$ cat src/hw/rtl/toec_pkg.sv
// ============================================================================
// toec_pkg - shared types and constants of the two-operand calculator
// Operand and fraction widths, character codes, parser phases, status codes,
// and the command and status bundles between the controller and the datapath.
// ============================================================================
package toec_pkg;

    localparam int OPERAND_BITS   = 31;
    localparam int FRACTION_BITS  = 20;
    localparam int DIVIDEND_BITS  = OPERAND_BITS + FRACTION_BITS;
    localparam int DIV_COUNT_BITS = $clog2(DIVIDEND_BITS + 1);
    localparam int ACC_BITS       = OPERAND_BITS + 4;
    localparam int PRODUCT_BITS   = 2 * OPERAND_BITS;
    localparam int VALUE_BITS     = 64;
    localparam int CHAR_BITS      = 8;
    localparam int STATUS_BITS    = 3;

    localparam logic [CHAR_BITS-1:0] CH_PLUS    = 8'h2B;
    localparam logic [CHAR_BITS-1:0] CH_MINUS   = 8'h2D;
    localparam logic [CHAR_BITS-1:0] CH_STAR    = 8'h2A;
    localparam logic [CHAR_BITS-1:0] CH_SLASH   = 8'h2F;
    localparam logic [CHAR_BITS-1:0] CH_PERCENT = 8'h25;
    localparam logic [CHAR_BITS-1:0] CH_ZERO    = 8'h30;
    localparam logic [CHAR_BITS-1:0] CH_NINE    = 8'h39;
    localparam logic [CHAR_BITS-1:0] CH_SPACE   = 8'h20;
    localparam logic [CHAR_BITS-1:0] CH_NEWLINE = 8'h0A;

    typedef enum logic [STATUS_BITS-1:0] {
        ST_OK       = 3'd0,
        ST_SYNTAX   = 3'd1,
        ST_DIVZERO  = 3'd2,
        ST_MODZERO  = 3'd3,
        ST_OVERFLOW = 3'd4
    } status_t;

    typedef enum logic [2:0] {
        OP_NONE = 3'd0,
        OP_ADD  = 3'd1,
        OP_SUB  = 3'd2,
        OP_MUL  = 3'd3,
        OP_DIV  = 3'd4,
        OP_MOD  = 3'd5
    } op_t;

    typedef enum logic [2:0] {
        PH_LEAD   = 3'd0,
        PH_FIRST  = 3'd1,
        PH_PREOP  = 3'd2,
        PH_POSTOP = 3'd3,
        PH_SECOND = 3'd4,
        PH_TAIL   = 3'd5
    } phase_t;

    typedef enum logic [1:0] {
        S_IDLE,
        S_EVAL,
        S_DIVIDE,
        S_FINISH
    } ctrl_state_t;

    typedef struct packed {
        logic char_load;
        logic eval;
        logic div_step;
        logic finish;
    } dp_cmd_t;

    typedef struct packed {
        logic newline;
        logic div_needed;
        logic div_last;
        logic out_free;
    } dp_stat_t;

    function automatic op_t op_of(input logic [CHAR_BITS-1:0] ch);
        op_t op;
        case (ch)
            CH_PLUS:    op = OP_ADD;
            CH_MINUS:   op = OP_SUB;
            CH_STAR:    op = OP_MUL;
            CH_SLASH:   op = OP_DIV;
            CH_PERCENT: op = OP_MOD;
            default:    op = OP_NONE;
        endcase
        return op;
    endfunction

endpackage

$ cat src/hw/rtl/toec_divider.sv
// ============================================================================
// toec_divider - restoring divider, one quotient bit per cycle while step is high
// Loads the dividend on start and runs DIVIDEND_BITS steps; the quotient and
// the remainder are valid after the last step.
// ============================================================================
module toec_divider (
    input  logic                                  clk,
    input  logic                                  rst_n,
    input  logic                                  start,
    input  logic                                  step,
    input  logic [toec_pkg::DIVIDEND_BITS-1:0]    dividend,
    input  logic [toec_pkg::OPERAND_BITS-1:0]     divisor,
    output logic [toec_pkg::DIVIDEND_BITS-1:0]    quotient,
    output logic [toec_pkg::OPERAND_BITS-1:0]     remainder,
    output logic                                  last
);
    import toec_pkg::*;

    logic [DIVIDEND_BITS-1:0]  quo_reg, quo_next;
    logic [OPERAND_BITS-1:0]   rem_reg, rem_next;
    logic [DIV_COUNT_BITS-1:0] count_reg, count_next;
    logic [OPERAND_BITS:0]     shifted;
    logic [OPERAND_BITS:0]     divisor_ext;
    logic [OPERAND_BITS:0]     diff;
    logic                      ge;

    assign shifted     = {rem_reg, quo_reg[DIVIDEND_BITS-1]};
    assign divisor_ext = {1'b0, divisor};
    assign ge          = shifted >= divisor_ext;
    assign diff        = shifted - divisor_ext;

    always_comb
    begin
        quo_next   = quo_reg;
        rem_next   = rem_reg;
        count_next = count_reg;
        if (start)
        begin
            quo_next   = dividend;
            rem_next   = '0;
            count_next = DIV_COUNT_BITS'(DIVIDEND_BITS);
        end
        else if (step)
        begin
            quo_next   = {quo_reg[DIVIDEND_BITS-2:0], ge};
            rem_next   = ge ? diff[OPERAND_BITS-1:0] : shifted[OPERAND_BITS-1:0];
            count_next = count_reg - 1'b1;
        end
    end

    always_ff @(posedge clk or negedge rst_n)
    begin
        if (!rst_n)
        begin
            count_reg <= '0;
        end
        else
        begin
            count_reg <= count_next;
        end
    end

    always_ff @(posedge clk)
    begin
        quo_reg <= quo_next;
        rem_reg <= rem_next;
    end

    assign quotient  = quo_reg;
    assign remainder = rem_reg;
    assign last      = count_reg == DIV_COUNT_BITS'(1);

endmodule

$ cat src/hw/rtl/toec_datapath.sv
// ============================================================================
// toec_datapath - line parser, operand registers and arithmetic
// Accumulates the operands and the operator, evaluates the line, drives the
// shared divider and holds the result beat in the output register.
// ============================================================================
module toec_datapath (
    input  logic                                clk,
    input  logic                                rst_n,
    input  toec_pkg::dp_cmd_t                   cmd,
    output toec_pkg::dp_stat_t                  stat,
    input  logic [toec_pkg::CHAR_BITS-1:0]      character,
    output logic                                out_valid,
    input  logic                                out_ready,
    output logic [toec_pkg::STATUS_BITS-1:0]    status,
    output logic signed [toec_pkg::VALUE_BITS-1:0] value,
    output logic                                is_fractional
);
    import toec_pkg::*;

    phase_t                  phase_reg, phase_next;
    logic [OPERAND_BITS-1:0] first_reg, first_next;
    logic [OPERAND_BITS-1:0] second_reg, second_next;
    op_t                     op_reg, op_next;
    logic                    first_seen_reg, first_seen_next;
    logic                    second_seen_reg, second_seen_next;
    logic                    bad_reg, bad_next;
    logic                    ovf_reg, ovf_next;

    status_t                 eval_status_reg;
    logic [VALUE_BITS-1:0]   result_reg;
    logic                    out_valid_reg;
    status_t                 status_out_reg;
    logic [VALUE_BITS-1:0]   value_out_reg;
    logic                    frac_out_reg;

    logic                    digit;
    logic                    space;
    op_t                     char_op;
    logic [OPERAND_BITS-1:0] acc_src;
    logic [ACC_BITS-1:0]     acc_wide;
    logic [ACC_BITS-1:0]     acc_sum;
    logic                    acc_fits;
    status_t                 status_eval;
    logic [PRODUCT_BITS-1:0] product;
    logic [DIVIDEND_BITS-1:0] dividend;
    logic [DIVIDEND_BITS-1:0] quotient;
    logic [OPERAND_BITS-1:0] remainder;
    logic                    div_last;

    assign digit   = (character >= CH_ZERO) && (character <= CH_NINE);
    assign space   = character == CH_SPACE;
    assign char_op = op_of(character);

    // one shared decimal accumulator: acc * 10 + digit
    assign acc_src  = (phase_reg == PH_LEAD || phase_reg == PH_FIRST) ? first_reg : second_reg;
    assign acc_wide = ACC_BITS'(acc_src);
    assign acc_sum  = (acc_wide << 3) + (acc_wide << 1) + ACC_BITS'(character[3:0]);
    assign acc_fits = acc_sum[ACC_BITS-1:OPERAND_BITS] == '0;

    always_comb
    begin
        phase_next       = phase_reg;
        first_next       = first_reg;
        second_next      = second_reg;
        op_next          = op_reg;
        first_seen_next  = first_seen_reg;
        second_seen_next = second_seen_reg;
        bad_next         = bad_reg;
        ovf_next         = ovf_reg;
        if (cmd.char_load)
        begin
            case (phase_reg)
                PH_LEAD:
                begin
                    if (space)
                    begin
                    end
                    else if (digit)
                    begin
                        first_seen_next = 1'b1;
                        phase_next      = PH_FIRST;
                        if (acc_fits) first_next = acc_sum[OPERAND_BITS-1:0];
                        else          ovf_next   = 1'b1;
                    end
                    else if (char_op != OP_NONE)
                    begin
                        op_next    = char_op;
                        phase_next = PH_POSTOP;
                    end
                    else
                    begin
                        bad_next   = 1'b1;
                        phase_next = PH_TAIL;
                    end
                end
                PH_FIRST:
                begin
                    if (digit)
                    begin
                        if (acc_fits) first_next = acc_sum[OPERAND_BITS-1:0];
                        else          ovf_next   = 1'b1;
                    end
                    else if (space)
                    begin
                        phase_next = PH_PREOP;
                    end
                    else if (char_op != OP_NONE)
                    begin
                        op_next    = char_op;
                        phase_next = PH_POSTOP;
                    end
                    else
                    begin
                        bad_next   = 1'b1;
                        phase_next = PH_TAIL;
                    end
                end
                PH_PREOP:
                begin
                    if (space)
                    begin
                    end
                    else if (char_op != OP_NONE)
                    begin
                        op_next    = char_op;
                        phase_next = PH_POSTOP;
                    end
                    else
                    begin
                        bad_next   = 1'b1;
                        phase_next = PH_TAIL;
                    end
                end
                PH_POSTOP:
                begin
                    if (space)
                    begin
                    end
                    else if (digit)
                    begin
                        second_seen_next = 1'b1;
                        phase_next       = PH_SECOND;
                        if (acc_fits) second_next = acc_sum[OPERAND_BITS-1:0];
                        else          ovf_next    = 1'b1;
                    end
                    else
                    begin
                        bad_next   = 1'b1;
                        phase_next = PH_TAIL;
                    end
                end
                PH_SECOND:
                begin
                    if (digit)
                    begin
                        if (acc_fits) second_next = acc_sum[OPERAND_BITS-1:0];
                        else          ovf_next    = 1'b1;
                    end
                    else if (space)
                    begin
                        phase_next = PH_TAIL;
                    end
                    else
                    begin
                        bad_next   = 1'b1;
                        phase_next = PH_TAIL;
                    end
                end
                default:
                begin
                    if (!space)
                    begin
                        bad_next   = 1'b1;
                        phase_next = PH_TAIL;
                    end
                end
            endcase
        end
        if (cmd.finish)
        begin
            phase_next       = PH_LEAD;
            first_next       = '0;
            second_next      = '0;
            op_next          = OP_NONE;
            first_seen_next  = 1'b0;
            second_seen_next = 1'b0;
            bad_next         = 1'b0;
            ovf_next         = 1'b0;
        end
    end

    always_comb
    begin
        if (bad_reg || !first_seen_reg || !second_seen_reg || op_reg == OP_NONE)
            status_eval = ST_SYNTAX;
        else if (ovf_reg)
            status_eval = ST_OVERFLOW;
        else if (op_reg == OP_DIV && second_reg == '0)
            status_eval = ST_DIVZERO;
        else if (op_reg == OP_MOD && second_reg == '0)
            status_eval = ST_MODZERO;
        else
            status_eval = ST_OK;
    end

    assign product  = first_reg * second_reg;
    assign dividend = (op_reg == OP_DIV) ? (DIVIDEND_BITS'(first_reg) << FRACTION_BITS)
                                         : DIVIDEND_BITS'(first_reg);

    toec_divider u_divider (
        .clk       (clk),
        .rst_n     (rst_n),
        .start     (cmd.eval),
        .step      (cmd.div_step),
        .dividend  (dividend),
        .divisor   (second_reg),
        .quotient  (quotient),
        .remainder (remainder),
        .last      (div_last)
    );

    always_ff @(posedge clk or negedge rst_n)
    begin
        if (!rst_n)
        begin
            phase_reg       <= PH_LEAD;
            first_reg       <= '0;
            second_reg      <= '0;
            op_reg          <= OP_NONE;
            first_seen_reg  <= 1'b0;
            second_seen_reg <= 1'b0;
            bad_reg         <= 1'b0;
            ovf_reg         <= 1'b0;
            out_valid_reg   <= 1'b0;
        end
        else
        begin
            phase_reg       <= phase_next;
            first_reg       <= first_next;
            second_reg      <= second_next;
            op_reg          <= op_next;
            first_seen_reg  <= first_seen_next;
            second_seen_reg <= second_seen_next;
            bad_reg         <= bad_next;
            ovf_reg         <= ovf_next;
            if (cmd.finish)
                out_valid_reg <= 1'b1;
            else if (out_ready)
                out_valid_reg <= 1'b0;
        end
    end

    always_ff @(posedge clk)
    begin
        if (cmd.eval)
        begin
            eval_status_reg <= status_eval;
            case (op_reg)
                OP_ADD:  result_reg <= VALUE_BITS'(first_reg) + VALUE_BITS'(second_reg);
                OP_SUB:  result_reg <= VALUE_BITS'(first_reg) - VALUE_BITS'(second_reg);
                OP_MUL:  result_reg <= VALUE_BITS'(product);
                default: result_reg <= '0;
            endcase
        end
        if (cmd.finish)
        begin
            status_out_reg <= eval_status_reg;
            frac_out_reg   <= (eval_status_reg == ST_OK) && (op_reg == OP_DIV);
            if (eval_status_reg != ST_OK)
                value_out_reg <= '0;
            else if (op_reg == OP_DIV)
                value_out_reg <= VALUE_BITS'(quotient);
            else if (op_reg == OP_MOD)
                value_out_reg <= VALUE_BITS'(remainder);
            else
                value_out_reg <= result_reg;
        end
    end

    assign stat.newline    = character == CH_NEWLINE;
    assign stat.div_needed = (status_eval == ST_OK) && (op_reg == OP_DIV || op_reg == OP_MOD);
    assign stat.div_last   = div_last;
    assign stat.out_free   = !out_valid_reg || out_ready;

    assign out_valid     = out_valid_reg;
    assign status        = status_out_reg;
    assign value         = value_out_reg;
    assign is_fractional = frac_out_reg;

    a_finish_no_overwrite: assert property (@(posedge clk) disable iff (!rst_n)
        cmd.finish |-> (!out_valid_reg || out_ready))
        else $error("result beat overwritten before it was taken");

    a_error_zero_value: assert property (@(posedge clk) disable iff (!rst_n)
        out_valid_reg && status_out_reg != ST_OK |-> value_out_reg == '0 && !frac_out_reg)
        else $error("failed line carries a nonzero result");

    a_no_newline_parse: assert property (@(posedge clk) disable iff (!rst_n)
        cmd.char_load |-> !stat.newline)
        else $error("newline fed to the parser");

    a_line_cleared: assert property (@(posedge clk) disable iff (!rst_n)
        $rose(out_valid_reg) |-> phase_reg == PH_LEAD && !first_seen_reg && !bad_reg)
        else $error("line state not cleared with the result");

endmodule

$ cat src/hw/rtl/toec_ctrl.sv
// ============================================================================
// toec_ctrl - sequencing state machine of the calculator
// Takes characters while idle; on newline runs evaluation, the divider steps
// when needed, and hands the result to the output register.
// ============================================================================
module toec_ctrl (
    input  logic                clk,
    input  logic                rst_n,
    input  logic                in_valid,
    output logic                in_ready,
    input  toec_pkg::dp_stat_t  stat,
    output toec_pkg::dp_cmd_t   cmd
);
    import toec_pkg::*;

    ctrl_state_t state_reg, state_next;

    always_ff @(posedge clk or negedge rst_n)
    begin
        if (!rst_n)
            state_reg <= S_IDLE;
        else
            state_reg <= state_next;
    end

    always_comb
    begin
        state_next = state_reg;
        cmd        = '0;
        in_ready   = 1'b0;
        case (state_reg)
            S_IDLE:
            begin
                in_ready = 1'b1;
                if (in_valid)
                begin
                    if (stat.newline)
                        state_next = S_EVAL;
                    else
                        cmd.char_load = 1'b1;
                end
            end
            S_EVAL:
            begin
                cmd.eval   = 1'b1;
                state_next = stat.div_needed ? S_DIVIDE : S_FINISH;
            end
            S_DIVIDE:
            begin
                cmd.div_step = 1'b1;
                if (stat.div_last)
                    state_next = S_FINISH;
            end
            S_FINISH:
            begin
                if (stat.out_free)
                begin
                    cmd.finish = 1'b1;
                    state_next = S_IDLE;
                end
            end
            default:
            begin
                state_next = S_IDLE;
            end
        endcase
    end

endmodule

$ cat src/hw/rtl/two_operand_expression_calculator.sv
// ============================================================================
// two_operand_expression_calculator - ASCII line calculator, two operands
// Parses "number op number" a character per beat and returns one result beat
// per newline.
// ============================================================================
// Every character other than newline is loaded straight into the parser. A
// newline moves through an evaluation state and then an output-load state. A
// well-formed / or % with a nonzero divisor also runs the restoring divider
// between the two, one quotient bit per cycle. The output-load state waits
// while an earlier result beat is still held. No input is taken during any
// of this. The result beat sits in an output register, so characters of the
// next line are taken while it waits.
module two_operand_expression_calculator (
    input  logic                                   clk,
    input  logic                                   rst_n,
    input  logic                                   in_valid,
    output logic                                   in_ready,
    input  logic [toec_pkg::CHAR_BITS-1:0]         character,
    output logic                                   out_valid,
    input  logic                                   out_ready,
    output logic [toec_pkg::STATUS_BITS-1:0]       status,
    output logic signed [toec_pkg::VALUE_BITS-1:0] value,
    output logic                                   is_fractional
);
    import toec_pkg::*;

    dp_cmd_t  cmd;
    dp_stat_t stat;

    toec_ctrl u_ctrl (
        .clk      (clk),
        .rst_n    (rst_n),
        .in_valid (in_valid),
        .in_ready (in_ready),
        .stat     (stat),
        .cmd      (cmd)
    );

    toec_datapath u_datapath (
        .clk           (clk),
        .rst_n         (rst_n),
        .cmd           (cmd),
        .stat          (stat),
        .character     (character),
        .out_valid     (out_valid),
        .out_ready     (out_ready),
        .status        (status),
        .value         (value),
        .is_fractional (is_fractional)
    );

endmodule
$ cat config.mk
export PLATFORM = sky130hd
export DESIGN_NAME = two_operand_expression_calculator
export DESIGN_NICKNAME = d
export VERILOG_FILES = /design/src/hw/rtl/toec_pkg.sv /design/src/hw/rtl/toec_divider.sv /design/src/hw/rtl/toec_datapath.sv /design/src/hw/rtl/toec_ctrl.sv /design/src/hw/rtl/two_operand_expression_calculator.sv
export SDC_FILE = /design/constraint.sdc
export NUM_CORES = 2
export LEC_CHECK = 0
export ABC_AREA = 1
export BUFFER_PORTS_ARGS = -buffer_cell sky130_fd_sc_hd__buf_4
export CORE_ASPECT_RATIO = 0.5
export CORE_MARGIN = 2
export CORE_UTILIZATION = 57
export CTS_CLUSTER_SIZE = 28
export DETAILED_ROUTE_END_ITERATION = 6
export HOLD_SLACK_MARGIN = 0.08
export PLACE_DENSITY = 0.73
export SYNTH_ARGS = -nofsm -noshare
export SYNTH_HDL_FRONTEND = slang
export SYNTH_SLANG_ARGS = --single-unit
export TNS_END_PERCENT = 20
$ cat constraint.sdc
create_clock -name clk -period 13.7 [get_ports clk]
set_clock_uncertainty 0.05 [all_clocks]
set_input_delay 2.74 -clock clk [delete_from_list [all_inputs] [get_ports clk]]
set_output_delay 2.74 -clock clk [all_outputs]
set_load 0.005 [all_outputs]
=== Yosys cells after proc, flatten, opt, wreduce, memory -nomap -nowiden ===
Cells that the tools add are included.

* Add/subtract/negate cells: 6
* $mul: 1
* $lt $le $gt $ge: 3
* Equality and inequality tests: 34
* Multiplexer cells: 90
* Reductions and logical operators: 45

{| class="wikitable"
|+ Operators with widths
! cell !! number
|-
| 2-to-1 mux 31 bit || 12
|-
| 2-to-1 mux 51 bit || 5
|-
| case mux 64 bit (3 select lines) || 1
|-
| case mux 31 bit (2 select lines) || 2
|-
| 2-to-1 mux 3 bit || 21
|-
| multiplier 31 x 31 -> 62 bit || 1
|-
| == test 8 x 6 -> 1 bit (second input constant) || 6
|-
| 2-to-1 mux 1 bit || 36
|-
| adder 34 x 32 -> 35 bit || 1
|-
| adder 35 x 4 -> 35 bit || 1
|-
| adder 31 x 31 -> 32 bit || 1
|-
| >= comparator 32 x 31 -> 1 bit || 1
|-
| subtractor 31 x 31 -> 32 bit || 1
|-
| logical NOT 31 bit || 1
|-
| subtractor 31 bit || 1
|-
| case mux 3 bit (5 select lines) || 2
|-
| inequality test 3 bit (second input constant) || 8
|-
| nonzero test 3 bit || 5
|-
| AND reduction 7 bit || 2
|-
| == test 3 x 2 -> 1 bit (second input constant) || 4
|-
| logical NOT 3 bit || 4
|-
| 2-to-1 mux 6 bit || 2
|-
| AND reduction 4 bit || 3
|-
| nonzero test 2 bit || 6
|-
| other kinds (27) || 52
|}

* Register bits after elaboration: 298
* Bits of input ports: 12
* Output and inout port bits: 70
* Logic and storage cells: 198

=== Depth between registers and ports, before layout ===
* Depth in word-level cells: 12
* Depth in mapped cells: 32
* Depth with buffers taken out: 30

=== Modules after synthesis ===
Synthesis repeated with hierarchy kept, for this count alone.

* Cells, all modules: 7,665
* Area total of the unflattened synthesis: 55,777.2 um^2

{| class="wikitable"
|+ Modules (own cells, without submodules)
! module !! instances !! cells an instance !! area an instance (um^2) !! seq. area each (um^2)
|-
| toec_datapath || 1 || 6,616 || 48,972.0 || 5,820.6
|-
| toec_divider || 1 || 1,016 || 6,591.3 || 2,302.2
|-
| toec_ctrl || 1 || 33 || 214.0 || 50.0
|}

=== Least setup slack after synthesis ===
Ideal clock, no wire load.

* Path type: register to register
* Start: register u_datapath.first_reg[29]
* End: register u_datapath.result_reg[37], data pin
* Setup time: 0.256 ns
* Arrival: 6.450 ns
* Required time: 13.394 ns
* Slack: 6.944 ns
* Cell stages (with the launch flop): 27
* Buffers on the path: 2
* Clock period less this slack: 6.756 ns
* Cells stage by stage: dfrtp_1 > clkbuf_1 > clkbuf_1 > nand2_1 > fa_1 > inv_1 > fa_1 > fa_1 > inv_1 > fa_1 > inv_1 > fa_1 > fa_1 > fa_1 > inv_1 > fa_1 > inv_1 > ha_1 > inv_1 > o21ai_0 > a21boi_0 > o21ai_0 > a21oi_1 > nand3_1 > or2_2 > nand3_1 > nand2_1

* Word-level cells in the longest chain between the ends: 2
* Elaborated cells on any way between the ends: 3
* Classes of those cells: 1 x add/sub; 1 x mul; 1 x mux

{| class="wikitable"
|+ RTL lines
! item !! line !! text
|-
| from (decl) || toec_datapath.sv:21 || <nowiki>logic [OPERAND_BITS-1:0] first_reg, first_next;</nowiki>
|-
| from (signal assigned) || toec_datapath.sv:239 || <nowiki>first_reg <= first_next;</nowiki>
|-
| multiplier 31 x 31 -> 62 bit or subtractor 31 x 31 -> 32 bit (tied branches) || toec_datapath.sv:206, toec_datapath.sv:260 ||
|-
| case mux 64 bit (3 select lines) (*) || toec_datapath.sv:258 || <nowiki>case (op_reg)</nowiki>
|-
| to (signal assigned) || toec_datapath.sv:259 || <nowiki>OP_ADD: result_reg <= VALUE_BITS'(first_reg) + VALUE_BITS'(second_reg);</nowiki>
|-
| to (signal assigned) || toec_datapath.sv:260 || <nowiki>OP_SUB: result_reg <= VALUE_BITS'(first_reg) - VALUE_BITS'(second_reg);</nowiki>
|-
| to (signal assigned) || toec_datapath.sv:261 || <nowiki>OP_MUL: result_reg <= VALUE_BITS'(product);</nowiki>
|-
| to (decl) || toec_datapath.sv:30 || <nowiki>logic [VALUE_BITS-1:0] result_reg;</nowiki>
|}

Every way passes the cells marked *; elsewhere a longest branch is shown, timed or not.
A chain may end at the register's enable or synchronous reset.

=== Final worst setup path ===
* Start: register u_datapath.first_reg[10]
* End: register u_datapath.result_reg[23], data pin

* Word-level cells in the longest chain between the ends: 2
* Elaborated cells on any way between the ends: 4
* Classes of those cells: 2 x add/sub; 1 x mul; 1 x mux

{| class="wikitable"
|+ RTL lines
! item !! line !! text
|-
| multiplier 31 x 31 -> 62 bit (tied with other cells) || toec_datapath.sv:206 || <nowiki>assign product = first_reg * second_reg;</nowiki>
|-
| case mux 64 bit (3 select lines) (*) || toec_datapath.sv:258 ||
|}

Marked as above.

==> impl_metrics.csv <==
group,metric,value,unit
global_routing,grt_max_degree,76,
status,status,"complete, no violations",
cells_and_area,fill_cells,8925,
worst_setup_path,cp_top_family,"adder cells",
global_routing,first_global_vias,49100,
routing,drc_errors,0,
flow_run,drv_cap,0,
worst_setup_path,rr_worst_depth,18,
clock_tree,postCtsSetupBuffers,0,
global_routing,gr-total-overflow,0,
timing,setup_viol,0,
floorplanning,die_h,223,um
power_and_ir_drop,total_power,1.91,mW
timing,fmax,0.120,GHz
timing,hold_slack,0.425,ns
routing,drt_iter0_drc,5577,
floorplanning,die_w,442,um
routing,routed_wl,207000,um
logic_synthesis,synth_area,54600,um2
hold_path,hold_path.class,"reg2reg",
clock_tree,cts_tree,"built",
timing,fin_crit_sh,0.609,
cells_and_area,register_area,8200,um2
routing,num_vias,49500,
placement,dpl_cell_area,56200,um2
cells_and_area,multiInputGateArea,38500,um2
worst_setup_path,rr_endpoint,"u_datapath.result_reg[23]",
placement,gp_congestion,1.04,
logic_synthesis,synth.net_count,8641,
logic_synthesis,synthTopCellsByCount,"nand2_1 (1952), inv_1 (1757), fa_1 (841)",
global_routing,track_usage,0.425,
routing,wl_per_cell,24.2,um
timing,final_hold_viol_count,0,
floorplanning,dieArea,98400,um2
timing,maxSlewViolCount,0,
cells_and_area,stdcell_area,57300,um2
clock_tree,numCtsBuffers,34,
worst_setup_path,reg2reg_slack,5.36,ns
worst_setup_path,arrival,8.51,ns
logic_synthesis,ys_warn_count,0,
hold_path,min_path_cells,0,
clock_tree,cts-resized-gates,0,
worst_setup_path,crit_path_frequent_cell,"fa_1",
timing,slew_headroom,0.221,
clock_tree,cts_buffer_depth,3,
floorplanning,core,95100,um2
logic_synthesis,synthCells,7371,
clock_tree,cts_root_buffer,"clkbuf_16",
timing,worstMarginPinSlew,1.17,ns
hold_path,hp-start,"u_datapath.eval_status_reg[2]",
clock_tree,cts_hold_buf,0,
worst_setup_path,rr_startpoint,"u_datapath.first_reg[10]",
worst_setup_path,path_buf_inv,2,
power_and_ir_drop,power_density,33.3,nW/um2
logic_synthesis,synth_seq_cells,296,
worst_setup_path,crit_chain,"ha_1 > fa_1 > inv_1 > fa_1 > fa_1 > fa_1 > inv_1 > fa_1 > fa_1 > fa_1 > fa_1 > ha_1 > a21oi_1 > o21ai_0 > a21oi_1 > nand3_1 > o21ai_0 > nand3_1",
global_routing,antenna_found_initial,7,
worst_setup_path,cp_slowest_cell,"dfrtp_2",
logic_synthesis,yosysMostFrequentCell,"nand2_1",
logic_synthesis,post-synth-top-area-cell,"fa_1",
clock_tree,clock_sinks,296,
logic_synthesis,synthTopCellsByArea,"fa_1 (31%), nand2_1 (13%), inv_1 (12%)",
cells_and_area,final_net_count,8510,
placement,hpwlAfterDp,158000,um
logic_synthesis,synth.distinct_cells,58,
power_and_ir_drop,leakage,33.6,nW
floorplanning,initial_core_util,0.574,
worst_setup_path,slowest_delay,1.09,ns
placement,port_buffers,81,
logic_synthesis,yosysTopAreaCellShare,0.308,
routing,ant_nets,0,
logic_synthesis,synthFlopType,"edfxtp_1",
cells_and_area,instances_no_fill,8542,
power_and_ir_drop,ir_drop,62.7,uV
clock_tree,clock_latency,0.58,ns
timing,period_needed,8.34,ns
hold_path,worstHoldEndpoint,"u_datapath.status[2]",
logic_synthesis,ys_seq_area_frac,0.150,
clock_tree,path_clk_slew,0.06,ns
logic_synthesis,synth_edf_count,184,
timing,fin_setup_tns,0,ns
floorplanning,ios,82,
worst_setup_path,critical_path_class,"reg2reg",
worst_setup_path,critPathLaunchType,"flop",
worst_setup_path,crit_fanout,36,
cells_and_area,area_delta_synth_final,5.00,%
global_routing,grt_pass1_wl,309000,um
clock_tree,htree_levels,2,
worst_setup_path,endpoint_kind,"flop",
logic_synthesis,synthArstFlopShare,0.274,
routing,via_per_inst,5.79,
worst_setup_path,crit_required,13.87,ns
cells_and_area,drive_above_1_share,0.0388,
routing,drtPass1Iterations,6,
timing,rsz0062_at_grt,"no",
logic_synthesis,syn_avg_cell_area,7.41,um2
floorplanning,num_rows,80,
placement,post-place-cells,8475,
## layout make-up
class	count	share of cell area
Clock inverter	19	0.00358
Inverter	1764	0.116
Antenna cell	5	0.000218
Multi-Input combinational cell	4974	0.672
Clock buffer	43	0.0160
Tap cell	1271	0.0277
Sequential cell	296	0.143
Timing Repair Buffer	170	0.0223
## worst max-delay path by stage
stage	start	end	slack, ns	depth (start not counted)
2_1_floorplan	u_datapath.first_reg[29]	u_datapath.result_reg[37]	6.94	26
3_3_place_gp	u_datapath.first_reg[14]	u_datapath.result_reg[30]	5.70	20
3_5_place_dp	u_datapath.first_reg[10]	u_datapath.result_reg[23]	5.66	18
4_1_cts	u_datapath.first_reg[10]	u_datapath.result_reg[23]	5.66	18
5_1_grt	u_datapath.first_reg[14]	u_datapath.result_reg[45]	5.16	24
6_report	u_datapath.first_reg[10]	u_datapath.result_reg[23]	5.36	18
## per-stage QoR
step / worst slack, ns / util
floorplan: 6.94 / -
global placement: 5.70 / 0.591
detailed placement: 5.66 / 0.591
CTS: 5.66 / 0.603
global route: 5.16 / 0.603
finish: 5.36 / 0.603
## power by group
group	switching (mW)	internal [mW]
clock network	0.421	0.538
logic	0.00900	0.00342
registers	0.00000000000000000952	0.939
total	0.430	1.48
## cells in the final DEF, fill, tap and decap left out, types with 23 or more instances in the layout
master     synthesis  final
ha_1             417    415
a21oi_1          357    357
o211ai_1          36     36
nor2_1           385    385
fa_1             841    841
nor3_1            43     39
dfrtp_1           81     62
buf_4              5    170
a21o_1            23     23
inv_1           1757   1755
o21ai_0          328    328
dfxtp_1           31     31
edfxtp_1         184    184
nand4_1           63     63
nand2_1         1952   1951
nand3_1          327    327
clkbuf_16          0     35
xnor2_1           28     28
o21bai_1          28     28
## cell families (layout without fill, tap and decap cells)
kind of cell	after synthesis	count (layout)	share of synthesized area
XOR/XNOR	45	45	0.00722
buffers and inverters	2101	1996	0.146
flip-flops	296	296	0.150
AND/OR/NAND/NOR	2827	2827	0.209
adder cells (fa/ha/maj)	1258	1258	0.404
other	0	5	0
AO/OA/AOI/OAI	844	844	0.0841
## routing by layer
layer / track usage / part of all wire / vias up
li1: - / - / 21900
met1: 0.566 / 0.39 / 24000
met2: 0.627 / 0.42 / 2955
met3: 0.133 / 0.13 / 606
met4: 0.214 / 0.059 / 8
met5: 0 / 0.00023 / -
Note: power is estimated with default switching activity, not from simulation.
